===== src/hdl/wmpf_pkg.sv =====
// ---------------------------------------------------------------------------
// wmpf_pkg
// Shared types and constants of the multi-peak waveform finder.
// ---------------------------------------------------------------------------
package wmpf_pkg;

    localparam int MAX_PEAKS    = 20;
    localparam int MAX_SAMPLES  = 1024;
    localparam int PEAK_IDX_W   = $clog2(MAX_PEAKS);
    localparam int SAMPLE_CNT_W = $clog2(MAX_SAMPLES);

    localparam int SAMPLE_W   = 12;
    localparam int TIME_W     = 16;
    localparam int PERIOD_W   = 8;
    localparam int GAIN_W     = 20;
    localparam int ENERGY_W   = SAMPLE_W + GAIN_W;
    localparam int CHARGE_W   = 22;
    localparam int LEVEL_W    = 13;
    localparam int CFG_INDEX_W = 1;
    localparam int CFG_DATA_W  = GAIN_W;

    localparam int QUEUE_DEPTH = 4;
    localparam int QUEUE_PTR_W = $clog2(QUEUE_DEPTH);
    localparam int QUEUE_CNT_W = QUEUE_PTR_W + 1;

    localparam int S_TDATA_W = 32;
    localparam int M_TDATA_W = 88;

    localparam logic [LEVEL_W-1:0]  MIN_SENTINEL = '1;
    localparam logic [CHARGE_W-1:0] CHARGE_MAX   = '1;

    localparam logic [PERIOD_W-1:0] PERIOD_RESET = 8'd5;
    localparam logic [GAIN_W-1:0]   GAIN_RESET   = 20'd65536;

    localparam logic [CFG_INDEX_W-1:0] CFG_SAMPLE_PERIOD = 1'b0;
    localparam logic [CFG_INDEX_W-1:0] CFG_PEAK_GAIN     = 1'b1;

    typedef enum logic [1:0] {
        SIGN_ZERO = 2'd0,
        SIGN_POS  = 2'd1,
        SIGN_NEG  = 2'd2
    } wmpf_sign_t;

    typedef enum logic {
        MODE_RUN,
        MODE_DRAIN
    } wmpf_mode_t;

    typedef struct packed {
        logic [SAMPLE_W-1:0] sample;
        logic [TIME_W-1:0]   stamp;
        logic                last;
    } wmpf_item_t;

    typedef struct packed {
        logic [SAMPLE_W-1:0] amp;
        logic [TIME_W-1:0]   stamp;
    } wmpf_peak_t;

    typedef struct packed {
        logic [CHARGE_W-1:0]   charge;
        logic [PEAK_IDX_W-1:0] number;
        logic [TIME_W-1:0]     stamp;
        logic [ENERGY_W-1:0]   energy;
        logic [SAMPLE_W-1:0]   amp;
    } wmpf_result_t;

endpackage


===== src/hdl/wmpf_front.sv =====
// ---------------------------------------------------------------------------
// wmpf_front
// Accepts samples, counts the sample index, stamps each sample with its time
// and drops zero samples that do not close the waveform.
// ---------------------------------------------------------------------------
module wmpf_front (
    input  logic                            aclk,
    input  logic                            aresetn,
    input  logic                            s_valid,
    output logic                            s_ready,
    input  logic [wmpf_pkg::SAMPLE_W-1:0]   sample,
    input  logic [wmpf_pkg::TIME_W-1:0]     start_time,
    input  logic                            last_sample,
    input  logic [wmpf_pkg::PERIOD_W-1:0]   period,
    output wmpf_pkg::wmpf_item_t            item,
    output logic                            item_valid,
    input  logic                            item_ready
);
    import wmpf_pkg::*;

    localparam int PROD_W = SAMPLE_CNT_W + PERIOD_W;
    localparam int SUM_W  = PROD_W + 5;

    logic [SAMPLE_CNT_W-1:0] cnt_reg, cnt_next;
    logic                    valid_reg, valid_next;
    wmpf_item_t              item_reg;

    logic              accept;
    logic              keep;
    logic [PROD_W-1:0] prod;
    logic [SUM_W-1:0]  sum;
    logic [TIME_W-1:0] stamp;

    assign s_ready    = !valid_reg || item_ready;
    assign accept     = s_valid && s_ready;
    assign keep       = (sample != '0) || last_sample;
    assign item       = item_reg;
    assign item_valid = valid_reg;

    always_comb begin
        prod  = {{PERIOD_W{1'b0}}, cnt_reg} * {{SAMPLE_CNT_W{1'b0}}, period};
        sum   = {1'b0, prod, 4'b0000} + {{(SUM_W-TIME_W){1'b0}}, start_time};
        stamp = (|sum[SUM_W-1:TIME_W]) ? '1 : sum[TIME_W-1:0];

        cnt_next = cnt_reg;
        if (accept) begin
            if (last_sample) begin
                cnt_next = '0;
            end else if (cnt_reg != SAMPLE_CNT_W'(MAX_SAMPLES - 1)) begin
                cnt_next = cnt_reg + 1'b1;
            end
        end

        valid_next = accept ? keep : (valid_reg && !item_ready);
    end

    always_ff @(posedge aclk) begin
        if (!aresetn) begin
            cnt_reg   <= '0;
            valid_reg <= 1'b0;
        end else begin
            cnt_reg   <= cnt_next;
            valid_reg <= valid_next;
        end
    end

    always_ff @(posedge aclk) begin
        if (accept && keep) begin
            item_reg.sample <= sample;
            item_reg.stamp  <= stamp;
            item_reg.last   <= last_sample;
        end
    end

endmodule


===== src/hdl/wmpf_queue.sv =====
// ---------------------------------------------------------------------------
// wmpf_queue
// Short first-in first-out queue of stamped samples between front and back.
// ---------------------------------------------------------------------------
module wmpf_queue (
    input  logic                 aclk,
    input  logic                 aresetn,
    input  wmpf_pkg::wmpf_item_t in_item,
    input  logic                 in_valid,
    output logic                 in_ready,
    output wmpf_pkg::wmpf_item_t out_item,
    output logic                 out_valid,
    input  logic                 out_ready
);
    import wmpf_pkg::*;

    wmpf_item_t              slot_reg [QUEUE_DEPTH];
    logic [QUEUE_PTR_W-1:0]  wr_ptr_reg, wr_ptr_next;
    logic [QUEUE_PTR_W-1:0]  rd_ptr_reg, rd_ptr_next;
    logic [QUEUE_CNT_W-1:0]  count_reg, count_next;

    logic push;
    logic pop;

    assign in_ready  = count_reg != QUEUE_CNT_W'(QUEUE_DEPTH);
    assign out_valid = count_reg != '0;
    assign out_item  = slot_reg[rd_ptr_reg];
    assign push      = in_valid && in_ready;
    assign pop       = out_valid && out_ready;

    always_comb begin
        wr_ptr_next = push ? wr_ptr_reg + 1'b1 : wr_ptr_reg;
        rd_ptr_next = pop ? rd_ptr_reg + 1'b1 : rd_ptr_reg;
        count_next  = count_reg;
        if (push && !pop) begin
            count_next = count_reg + 1'b1;
        end else if (pop && !push) begin
            count_next = count_reg - 1'b1;
        end
    end

    always_ff @(posedge aclk) begin
        if (!aresetn) begin
            wr_ptr_reg <= '0;
            rd_ptr_reg <= '0;
            count_reg  <= '0;
        end else begin
            wr_ptr_reg <= wr_ptr_next;
            rd_ptr_reg <= rd_ptr_next;
            count_reg  <= count_next;
        end
    end

    always_ff @(posedge aclk) begin
        if (push) begin
            slot_reg[wr_ptr_reg] <= in_item;
        end
    end

endmodule


===== src/hdl/wmpf_back.sv =====
// ---------------------------------------------------------------------------
// wmpf_back
// Tracks peaks and minima by gradient sign, sums the charge, and on the last
// sample of a waveform reads out one request per peak.
// ---------------------------------------------------------------------------
module wmpf_back (
    input  logic                          aclk,
    input  logic                          aresetn,
    input  wmpf_pkg::wmpf_item_t          item,
    input  logic                          item_valid,
    output logic                          item_ready,
    input  logic [wmpf_pkg::GAIN_W-1:0]   gain,
    output wmpf_pkg::wmpf_result_t        result,
    output logic                          result_last,
    output logic                          result_valid,
    input  logic                          result_ready
);
    import wmpf_pkg::*;

    wmpf_mode_t              mode_reg, mode_next;
    logic [LEVEL_W-1:0]      ref_reg, ref_next;
    wmpf_sign_t              sign_reg, sign_next;
    logic [LEVEL_W-1:0]      min_reg, min_next;
    logic [PEAK_IDX_W-1:0]   pk_idx_reg, pk_idx_next;
    logic [PEAK_IDX_W-1:0]   mn_idx_reg, mn_idx_next;
    logic [SAMPLE_W-1:0]     cur_amp_reg, cur_amp_next;
    logic [TIME_W-1:0]       cur_time_reg, cur_time_next;
    logic [CHARGE_W-1:0]     charge_reg, charge_next;
    logic [PEAK_IDX_W-1:0]   rd_idx_reg, rd_idx_next;
    logic                    r1_valid_reg, r1_valid_next;
    logic                    out_valid_reg, out_valid_next;

    wmpf_peak_t              peak_mem [MAX_PEAKS];
    wmpf_peak_t              rd_data_reg;
    logic                    r1_use_cur_reg;
    wmpf_peak_t              r1_cur_reg;
    logic [PEAK_IDX_W-1:0]   r1_number_reg;
    logic [CHARGE_W-1:0]     r1_charge_reg;
    wmpf_result_t            out_reg;
    logic                    out_last_reg;

    logic                    pop;
    logic                    wr_en;
    logic                    issue;
    logic                    r1_move;
    logic                    at_end;
    logic [LEVEL_W-1:0]      s_lvl;
    logic                    rise;
    logic                    fall;
    logic [CHARGE_W:0]       charge_sum;
    logic [SAMPLE_W-1:0]     amp_sel;
    wmpf_peak_t              sel_peak;

    assign item_ready   = mode_reg == MODE_RUN;
    assign pop          = item_valid && item_ready;
    assign r1_move      = r1_valid_reg && (!out_valid_reg || result_ready);
    assign issue        = (mode_reg == MODE_DRAIN) && (!r1_valid_reg || r1_move);
    assign at_end       = rd_idx_reg == pk_idx_reg;
    assign s_lvl        = {{(LEVEL_W-SAMPLE_W){1'b0}}, item.sample};
    assign rise         = s_lvl > ref_reg;
    assign fall         = s_lvl < ref_reg;
    assign charge_sum   = {1'b0, charge_reg} + {{(CHARGE_W+1-SAMPLE_W){1'b0}}, item.sample};
    assign result       = out_reg;
    assign result_last  = out_last_reg;
    assign result_valid = out_valid_reg;

    always_comb begin
        mode_next     = mode_reg;
        ref_next      = ref_reg;
        sign_next     = sign_reg;
        min_next      = min_reg;
        pk_idx_next   = pk_idx_reg;
        mn_idx_next   = mn_idx_reg;
        cur_amp_next  = cur_amp_reg;
        cur_time_next = cur_time_reg;
        charge_next   = charge_reg;
        rd_idx_next   = rd_idx_reg;
        wr_en         = 1'b0;

        if (pop && item.sample != '0) begin
            charge_next = charge_sum[CHARGE_W] ? CHARGE_MAX : charge_sum[CHARGE_W-1:0];
            if (rise) begin
                if (sign_reg == SIGN_POS) begin
                    if (item.sample > cur_amp_reg) begin
                        cur_amp_next  = item.sample;
                        cur_time_next = item.stamp;
                        ref_next      = s_lvl;
                    end else begin
                        ref_next = {{(LEVEL_W-SAMPLE_W){1'b0}}, cur_amp_reg};
                    end
                end else begin
                    ref_next = min_reg;
                    if (pk_idx_reg != PEAK_IDX_W'(MAX_PEAKS - 1)) begin
                        // close the current peak into the store, open a fresh one
                        wr_en         = 1'b1;
                        pk_idx_next   = pk_idx_reg + 1'b1;
                        cur_amp_next  = item.sample;
                        cur_time_next = item.stamp;
                    end else if (item.sample > cur_amp_reg) begin
                        cur_amp_next  = item.sample;
                        cur_time_next = item.stamp;
                    end
                end
                sign_next = SIGN_POS;
            end else begin
                if (fall && sign_reg == SIGN_NEG) begin
                    if (s_lvl < min_reg) begin
                        min_next = s_lvl;
                    end
                    ref_next = (s_lvl < min_reg) ? s_lvl : min_reg;
                end else begin
                    ref_next = {{(LEVEL_W-SAMPLE_W){1'b0}}, cur_amp_reg};
                    if (mn_idx_reg != PEAK_IDX_W'(MAX_PEAKS - 1)) begin
                        mn_idx_next = mn_idx_reg + 1'b1;
                        min_next    = s_lvl;
                    end else if (s_lvl < min_reg) begin
                        min_next = s_lvl;
                    end
                end
                sign_next = fall ? SIGN_NEG : SIGN_ZERO;
            end
        end

        if (pop && item.last) begin
            mode_next = MODE_DRAIN;
        end

        if (issue) begin
            if (at_end) begin
                // final request issued: clear the tracker for the next waveform
                mode_next     = MODE_RUN;
                rd_idx_next   = '0;
                ref_next      = '0;
                sign_next     = SIGN_POS;
                min_next      = MIN_SENTINEL;
                pk_idx_next   = '0;
                mn_idx_next   = '0;
                cur_amp_next  = '0;
                cur_time_next = '0;
                charge_next   = '0;
            end else begin
                rd_idx_next = rd_idx_reg + 1'b1;
            end
        end

        r1_valid_next  = issue ? 1'b1 : (r1_valid_reg && !r1_move);
        out_valid_next = r1_move ? 1'b1 : (out_valid_reg && !result_ready);

        sel_peak = r1_use_cur_reg ? r1_cur_reg : rd_data_reg;
        amp_sel  = sel_peak.amp;
    end

    always_ff @(posedge aclk) begin
        if (!aresetn) begin
            mode_reg      <= MODE_RUN;
            ref_reg       <= '0;
            sign_reg      <= SIGN_POS;
            min_reg       <= MIN_SENTINEL;
            pk_idx_reg    <= '0;
            mn_idx_reg    <= '0;
            cur_amp_reg   <= '0;
            cur_time_reg  <= '0;
            charge_reg    <= '0;
            rd_idx_reg    <= '0;
            r1_valid_reg  <= 1'b0;
            out_valid_reg <= 1'b0;
        end else begin
            mode_reg      <= mode_next;
            ref_reg       <= ref_next;
            sign_reg      <= sign_next;
            min_reg       <= min_next;
            pk_idx_reg    <= pk_idx_next;
            mn_idx_reg    <= mn_idx_next;
            cur_amp_reg   <= cur_amp_next;
            cur_time_reg  <= cur_time_next;
            charge_reg    <= charge_next;
            rd_idx_reg    <= rd_idx_next;
            r1_valid_reg  <= r1_valid_next;
            out_valid_reg <= out_valid_next;
        end
    end

    always_ff @(posedge aclk) begin
        if (wr_en) begin
            peak_mem[pk_idx_reg] <= {cur_amp_reg, cur_time_reg};
        end
        if (issue) begin
            rd_data_reg <= peak_mem[rd_idx_reg];
        end
    end

    always_ff @(posedge aclk) begin
        if (issue) begin
            r1_use_cur_reg <= at_end;
            r1_cur_reg     <= {cur_amp_reg, cur_time_reg};
            r1_number_reg  <= rd_idx_reg;
            r1_charge_reg  <= charge_reg;
        end
        if (r1_move) begin
            out_reg.amp    <= amp_sel;
            out_reg.energy <= {{GAIN_W{1'b0}}, amp_sel} * {{SAMPLE_W{1'b0}}, gain};
            out_reg.stamp  <= sel_peak.stamp;
            out_reg.number <= r1_number_reg;
            out_reg.charge <= r1_charge_reg;
            out_last_reg   <= r1_use_cur_reg;
        end
    end

endmodule


===== src/hdl/waveform_multi_peak_finder.sv =====
// ---------------------------------------------------------------------------
// waveform_multi_peak_finder
// Gradient sign change peak finder for calorimeter waveforms.
// ---------------------------------------------------------------------------
// Takes one sample per cycle unless the queue backs up. The front stage
// stamps each sample with its time (one small multiply and add) and feeds a
// four-entry queue; the back stage updates the peak tracker on each sample.
// On the last sample of a waveform with N peaks the back stage reads the N
// peaks out of the store, one result per cycle unless the result side
// stalls, through a two-stage read and energy-multiply pipeline, taking no new
// samples meanwhile; front stage and queue take up to five more kept ones.
// ---------------------------------------------------------------------------
module waveform_multi_peak_finder (
    input  logic                                 aclk,
    input  logic                                 aresetn,
    input  logic                                 s_tvalid,
    output logic                                 s_tready,
    input  logic [wmpf_pkg::S_TDATA_W-1:0]       s_tdata,  // sample, start_time
    input  logic                                 s_tlast,
    output logic                                 m_tvalid,
    input  logic                                 m_tready,
    // peak_amplitude, peak_energy, peak_time, peak_number, charge_sum
    output logic [wmpf_pkg::M_TDATA_W-1:0]       m_tdata,
    output logic                                 m_tlast,
    input  logic                                 cfg_valid,
    output logic                                 cfg_ready,
    input  logic [wmpf_pkg::CFG_INDEX_W-1:0]     cfg_index,
    input  logic [wmpf_pkg::CFG_DATA_W-1:0]      cfg_data
);
    import wmpf_pkg::*;

    localparam int RESULT_W = $bits(wmpf_result_t);

    logic [PERIOD_W-1:0] period_reg, period_next;
    logic [GAIN_W-1:0]   gain_reg, gain_next;

    wmpf_item_t   front_item;
    logic         front_valid;
    logic         front_ready;
    wmpf_item_t   back_item;
    logic         back_valid;
    logic         back_ready;
    wmpf_result_t result;

    assign cfg_ready = 1'b1;

    always_comb begin
        period_next = period_reg;
        gain_next   = gain_reg;
        if (cfg_valid) begin
            case (cfg_index)
                CFG_SAMPLE_PERIOD: period_next = cfg_data[PERIOD_W-1:0];
                CFG_PEAK_GAIN:     gain_next   = cfg_data[GAIN_W-1:0];
                default: begin
                    period_next = period_reg;
                end
            endcase
        end
    end

    always_ff @(posedge aclk) begin
        if (!aresetn) begin
            period_reg <= PERIOD_RESET;
            gain_reg   <= GAIN_RESET;
        end else begin
            period_reg <= period_next;
            gain_reg   <= gain_next;
        end
    end

    wmpf_front u_front (
        .aclk        (aclk),
        .aresetn     (aresetn),
        .s_valid     (s_tvalid),
        .s_ready     (s_tready),
        .sample      (s_tdata[SAMPLE_W-1:0]),
        .start_time  (s_tdata[SAMPLE_W+TIME_W-1:SAMPLE_W]),
        .last_sample (s_tlast),
        .period      (period_reg),
        .item        (front_item),
        .item_valid  (front_valid),
        .item_ready  (front_ready)
    );

    wmpf_queue u_queue (
        .aclk      (aclk),
        .aresetn   (aresetn),
        .in_item   (front_item),
        .in_valid  (front_valid),
        .in_ready  (front_ready),
        .out_item  (back_item),
        .out_valid (back_valid),
        .out_ready (back_ready)
    );

    wmpf_back u_back (
        .aclk         (aclk),
        .aresetn      (aresetn),
        .item         (back_item),
        .item_valid   (back_valid),
        .item_ready   (back_ready),
        .gain         (gain_reg),
        .result       (result),
        .result_last  (m_tlast),
        .result_valid (m_tvalid),
        .result_ready (m_tready)
    );

    assign m_tdata = {{(M_TDATA_W-RESULT_W){1'b0}}, result};

endmodule


===== config.mk =====
export PLATFORM = sky130hd
export DESIGN_NAME = waveform_multi_peak_finder
export DESIGN_NICKNAME = d
export VERILOG_FILES = /design/src/hdl/wmpf_pkg.sv /design/src/hdl/wmpf_front.sv /design/src/hdl/wmpf_queue.sv /design/src/hdl/wmpf_back.sv /design/src/hdl/waveform_multi_peak_finder.sv
export SDC_FILE = /design/constraint.sdc
export NUM_CORES = 2
export LEC_CHECK = 0
export BUFFER_PORTS_ARGS = -buffer_cell sky130_fd_sc_hd__buf_2
export CAP_MARGIN = 5
export CORE_ASPECT_RATIO = 0.7
export CORE_UTILIZATION = 31
export DETAILED_ROUTE_END_ITERATION = 10
export MAX_ROUTING_LAYER = met4
export PLACE_DENSITY = 0.51
export SLEW_MARGIN = 20
export SYNTH_ARGS = -nofsm -noshare
export SYNTH_HDL_FRONTEND = slang
export SYNTH_HIERARCHICAL = 1
export SYNTH_SLANG_ARGS = --single-unit

===== constraint.sdc =====
create_clock -name aclk -period 5.6 [get_ports aclk]
set_input_delay 0.28 -clock aclk [delete_from_list [all_inputs] [get_ports aclk]]
set_output_delay 0.28 -clock aclk [all_outputs]
set_load 0.02 [all_outputs]

==> qor.yml <==
finish:
  layout.cells.most_common: "edfxtp_1"
  synthToLayoutAreaGrowth_pct: 18.6
  largest_register_ffs: 560
  finalCoreUtilization_pct: 37.0
  layout_common_cells: "edfxtp_1, inv_1, nand2_1"
  design_area_mm2: 0.0594
  final_cells: 5973
  final_nets: 4226
  final_layout_size_suffix_gt1_share_pct: 24.5
clock_tree:
  root_buffer: "clkbuf_16"
  path_clk_slew_ns: 0.07
  ctsHtreeMaxLevel: 3
  clockBufferDepth: 3
  cts_tree: "done"
  insertion_delay_ns: 0.72
  clock-sinks: 1021
  cts_made_buffers: 104
sta:
  finalCritPeriodShare_pct: 103
  setup_viol: 28
  worst_pin_slew_ns: 1.11
  slew_headroom_pct: 26.0
  rsz0062_at_grt: "true"
  fmax_mhz: 173
  fin_ws_ns: -0.179
  post-route-min-period_ns: 5.78
  finalClockSkew_ns: 0.0371
  final-max-slew-violation-count: 0
  hold_viol: 0
  holdWs_ns: 0.0556
min_path:
  hold_path.class: "input pin to register"
  min_path_cells: 3
  hold_start: "s_tdata[17]"
  hold-path-endpoint: "u_front/item[6]$_SDFFCE_PP1P_"
job:
  cap_violations: 0
placement:
  gp_congestion: 0.836
  dp_hpwl_mm: 84.0
  placed_area_mm2: 0.0552
  io_buffers: 144
  dpl.cell_count: 5730
  pre_cts_ws_ns: -0.331
drt:
  drcViolationCount: 0
  antenna_left: 0
  first_pass_iters: 5
  vias: 28500
  vias_per_cell: 4.77
  totalWireLength_mm: 126
  route.detailed.wl_per_inst_um: 21.1
  drt_iter0_drc: 2437
floorplan:
  die_h_um: 338
  fp.dieW_um: 483
  coreArea_mm2: 0.161
  die_area_mm2: 0.163
  initial_utilization_pct: 31.2
  io_pins: 151
  row_count: 123
global_route:
  grt_max_degree: 89
  grt_pass1_wl_mm: 191
  antenna_found_initial: 2
  first_global_vias: 29100
  track_usage_pct: 16.0
  grt_overflow_total: 0
synthesis:
  synth_edf_count: 877
  synthArstFlopShare_pct: 0
  yosysSeqAreaShare_pct: 58.3
  ys_types: 97
  yosysWarnings: 6
  syn-cell-area_mm2: 0.0501
  synth_flop_cell: "edfxtp_1"
  synth_area_per_cell_um2: 15.0
  synthCells: 3350
  synth-seq-cells: 1021
power:
  internal_power_mw: 17.4
  p_sw_share_pct: 32.8
  p_clk_share_pct: 27.2
  cellPowerDensity_mw_per_mm2: 436
  p_leak_nw: 22.4
  ir_worst_vdd_v: 0.000264
  sequentialPowerShare_pct: 41.2
  p_comb_share_pct: 31.6
  switchingPower_mw: 8.51
setup_path:
  r2r_cells: 19
  cp-end-kind: "register"
  cp_max_fo: 16
  r2r_start: "u_back/r1_use_cur_reg$_DFFE_PP_"
  r2r_slack_ns: -0.18
  r2r_end: "u_back/result[42]$_DFFE_PP_"
  required_ns: 6.08
  cp_data_arrival_time_ns: 6.26
  worst-setup-path-type: "register to register"
  start_kind: "register"
run_status:
  violations: "negative setup slack"
  status: "complete, but fails checks"
## worst max-delay path by stage
stage / from / end / slack (ns) / cells after the start
2_1_floorplan: u_back/r1_use_cur_reg$_DFFE_PP_ / u_back/result[43]$_DFFE_PP_ / -0.13 / 21
3_3_place_gp: u_back/r1_use_cur_reg$_DFFE_PP_ / u_back/result[43]$_DFFE_PP_ / -0.26 / 20
3_5_place_dp: u_back/r1_use_cur_reg$_DFFE_PP_ / u_back/result[43]$_DFFE_PP_ / -0.33 / 19
4_1_cts: u_back/r1_use_cur_reg$_DFFE_PP_ / u_back/result[42]$_DFFE_PP_ / -0.19 / 21
5_1_grt: u_back/r1_use_cur_reg$_DFFE_PP_ / u_back/result[43]$_DFFE_PP_ / -0.36 / 20
6_report: u_back/r1_use_cur_reg$_DFFE_PP_ / u_back/result[42]$_DFFE_PP_ / -0.18 / 19
## area by class of cell
| class | instances | area [um^2] |
|---|---|---|
| diodes | 4 | 10.0 |
| multi-input cells | 1857 | 19500 |
| repair buffers | 423 | 3220 |
| well taps | 2125 | 2660 |
| clock buffers | 133 | 2860 |
| clock inverters | 60 | 597 |
| flip-flops and latches | 1021 | 29200 |
| inverters | 350 | 1320 |
| fillers | 15000 | 101000 |
## power by group through the flow
| stage | sequential (mW) | clock, mW | combinational, mW |
|---|---|---|---|
| after detailed placement | 10.9 | 0 | 8.03 |
| after global routing | 10.8 | 7.54 | 9.07 |
| final | 10.7 | 7.06 | 8.20 |
| after global placement | 10.8 | 0 | 8.02 |
| after CTS | 10.7 | 7.28 | 8.18 |
| after floorplan | 10.5 | 0 | 5.30 |
## through the flow
step / TNS [ns] / power [mW]
floorplan: -1.33 / 15.8
global placement: -4.85 / 18.9
detailed placement: -7.40 / 18.9
CTS: -3.46 / 26.2
global route: -8.83 / 27.4
finish: -3.14 / 25.9
## per-layer routing
metal	part of all wire [%]	track usage, %
met1	52	25.0
met2	41	21.5
met3	5.8	3.04
met4	1.3	2.68
met5	0	-
## cells in the mapped netlist (all sizes together) (28+ instances only)
library cell / count / area, um^2
a21o: 28 / 213
a21oi: 65 / 325
and2: 158 / 991
buf: 55 / 359
clkbuf: 94 / 354
dfxtp: 144 / 2880
edfxtp: 877 / 26300
fa: 231 / 4620
ha: 179 / 2240
inv: 350 / 1310
mux2: 56 / 631
mux2i: 59 / 591
mux4: 197 / 4440
nand2: 292 / 1100
nor2: 124 / 468
o21ai: 55 / 287
xnor2: 38 / 333
xor2: 44 / 385
## logic make-up after synthesis
kind of cell / synth area share (%)
DFF: 58.3
and+or+nand+nor: 7.24
buffers and inverters: 4.04
adders and majority gates: 13.7
muxes: 11.3
AOI/OAI and AO/OA: 3.97
xor gates and xnor gates: 1.43
other: 0.0225
## critical path: stages (launching register included)
cell and delay (ns):
edfxtp_1 0.40, buf_12 0.16, mux2_2 0.39, buf_4 0.22
and2_1 0.19, fa_1 0.47, fa_1 0.56, inv_1 0.07
fa_1 0.48, inv_1 0.05, fa_1 0.49, fa_1 0.45
ha_1 0.34, a21oi_1 0.24, nand2_1 0.10, o21bai_1 0.18
a21oi_2 0.20, a21oi_2 0.10, a221o_1 0.31, xor2_1 0.15
## timing repair
item	4_1_cts	5_1_grt
hold buffers	40	0
endpoints found under the setup margin	31	35
pin swaps	13	7
cloned	1	0
buffers inserted	4	2
hold endpoints to repair	41	0
gates resized for setup	36	40
(Power assumes the default switching activity.)
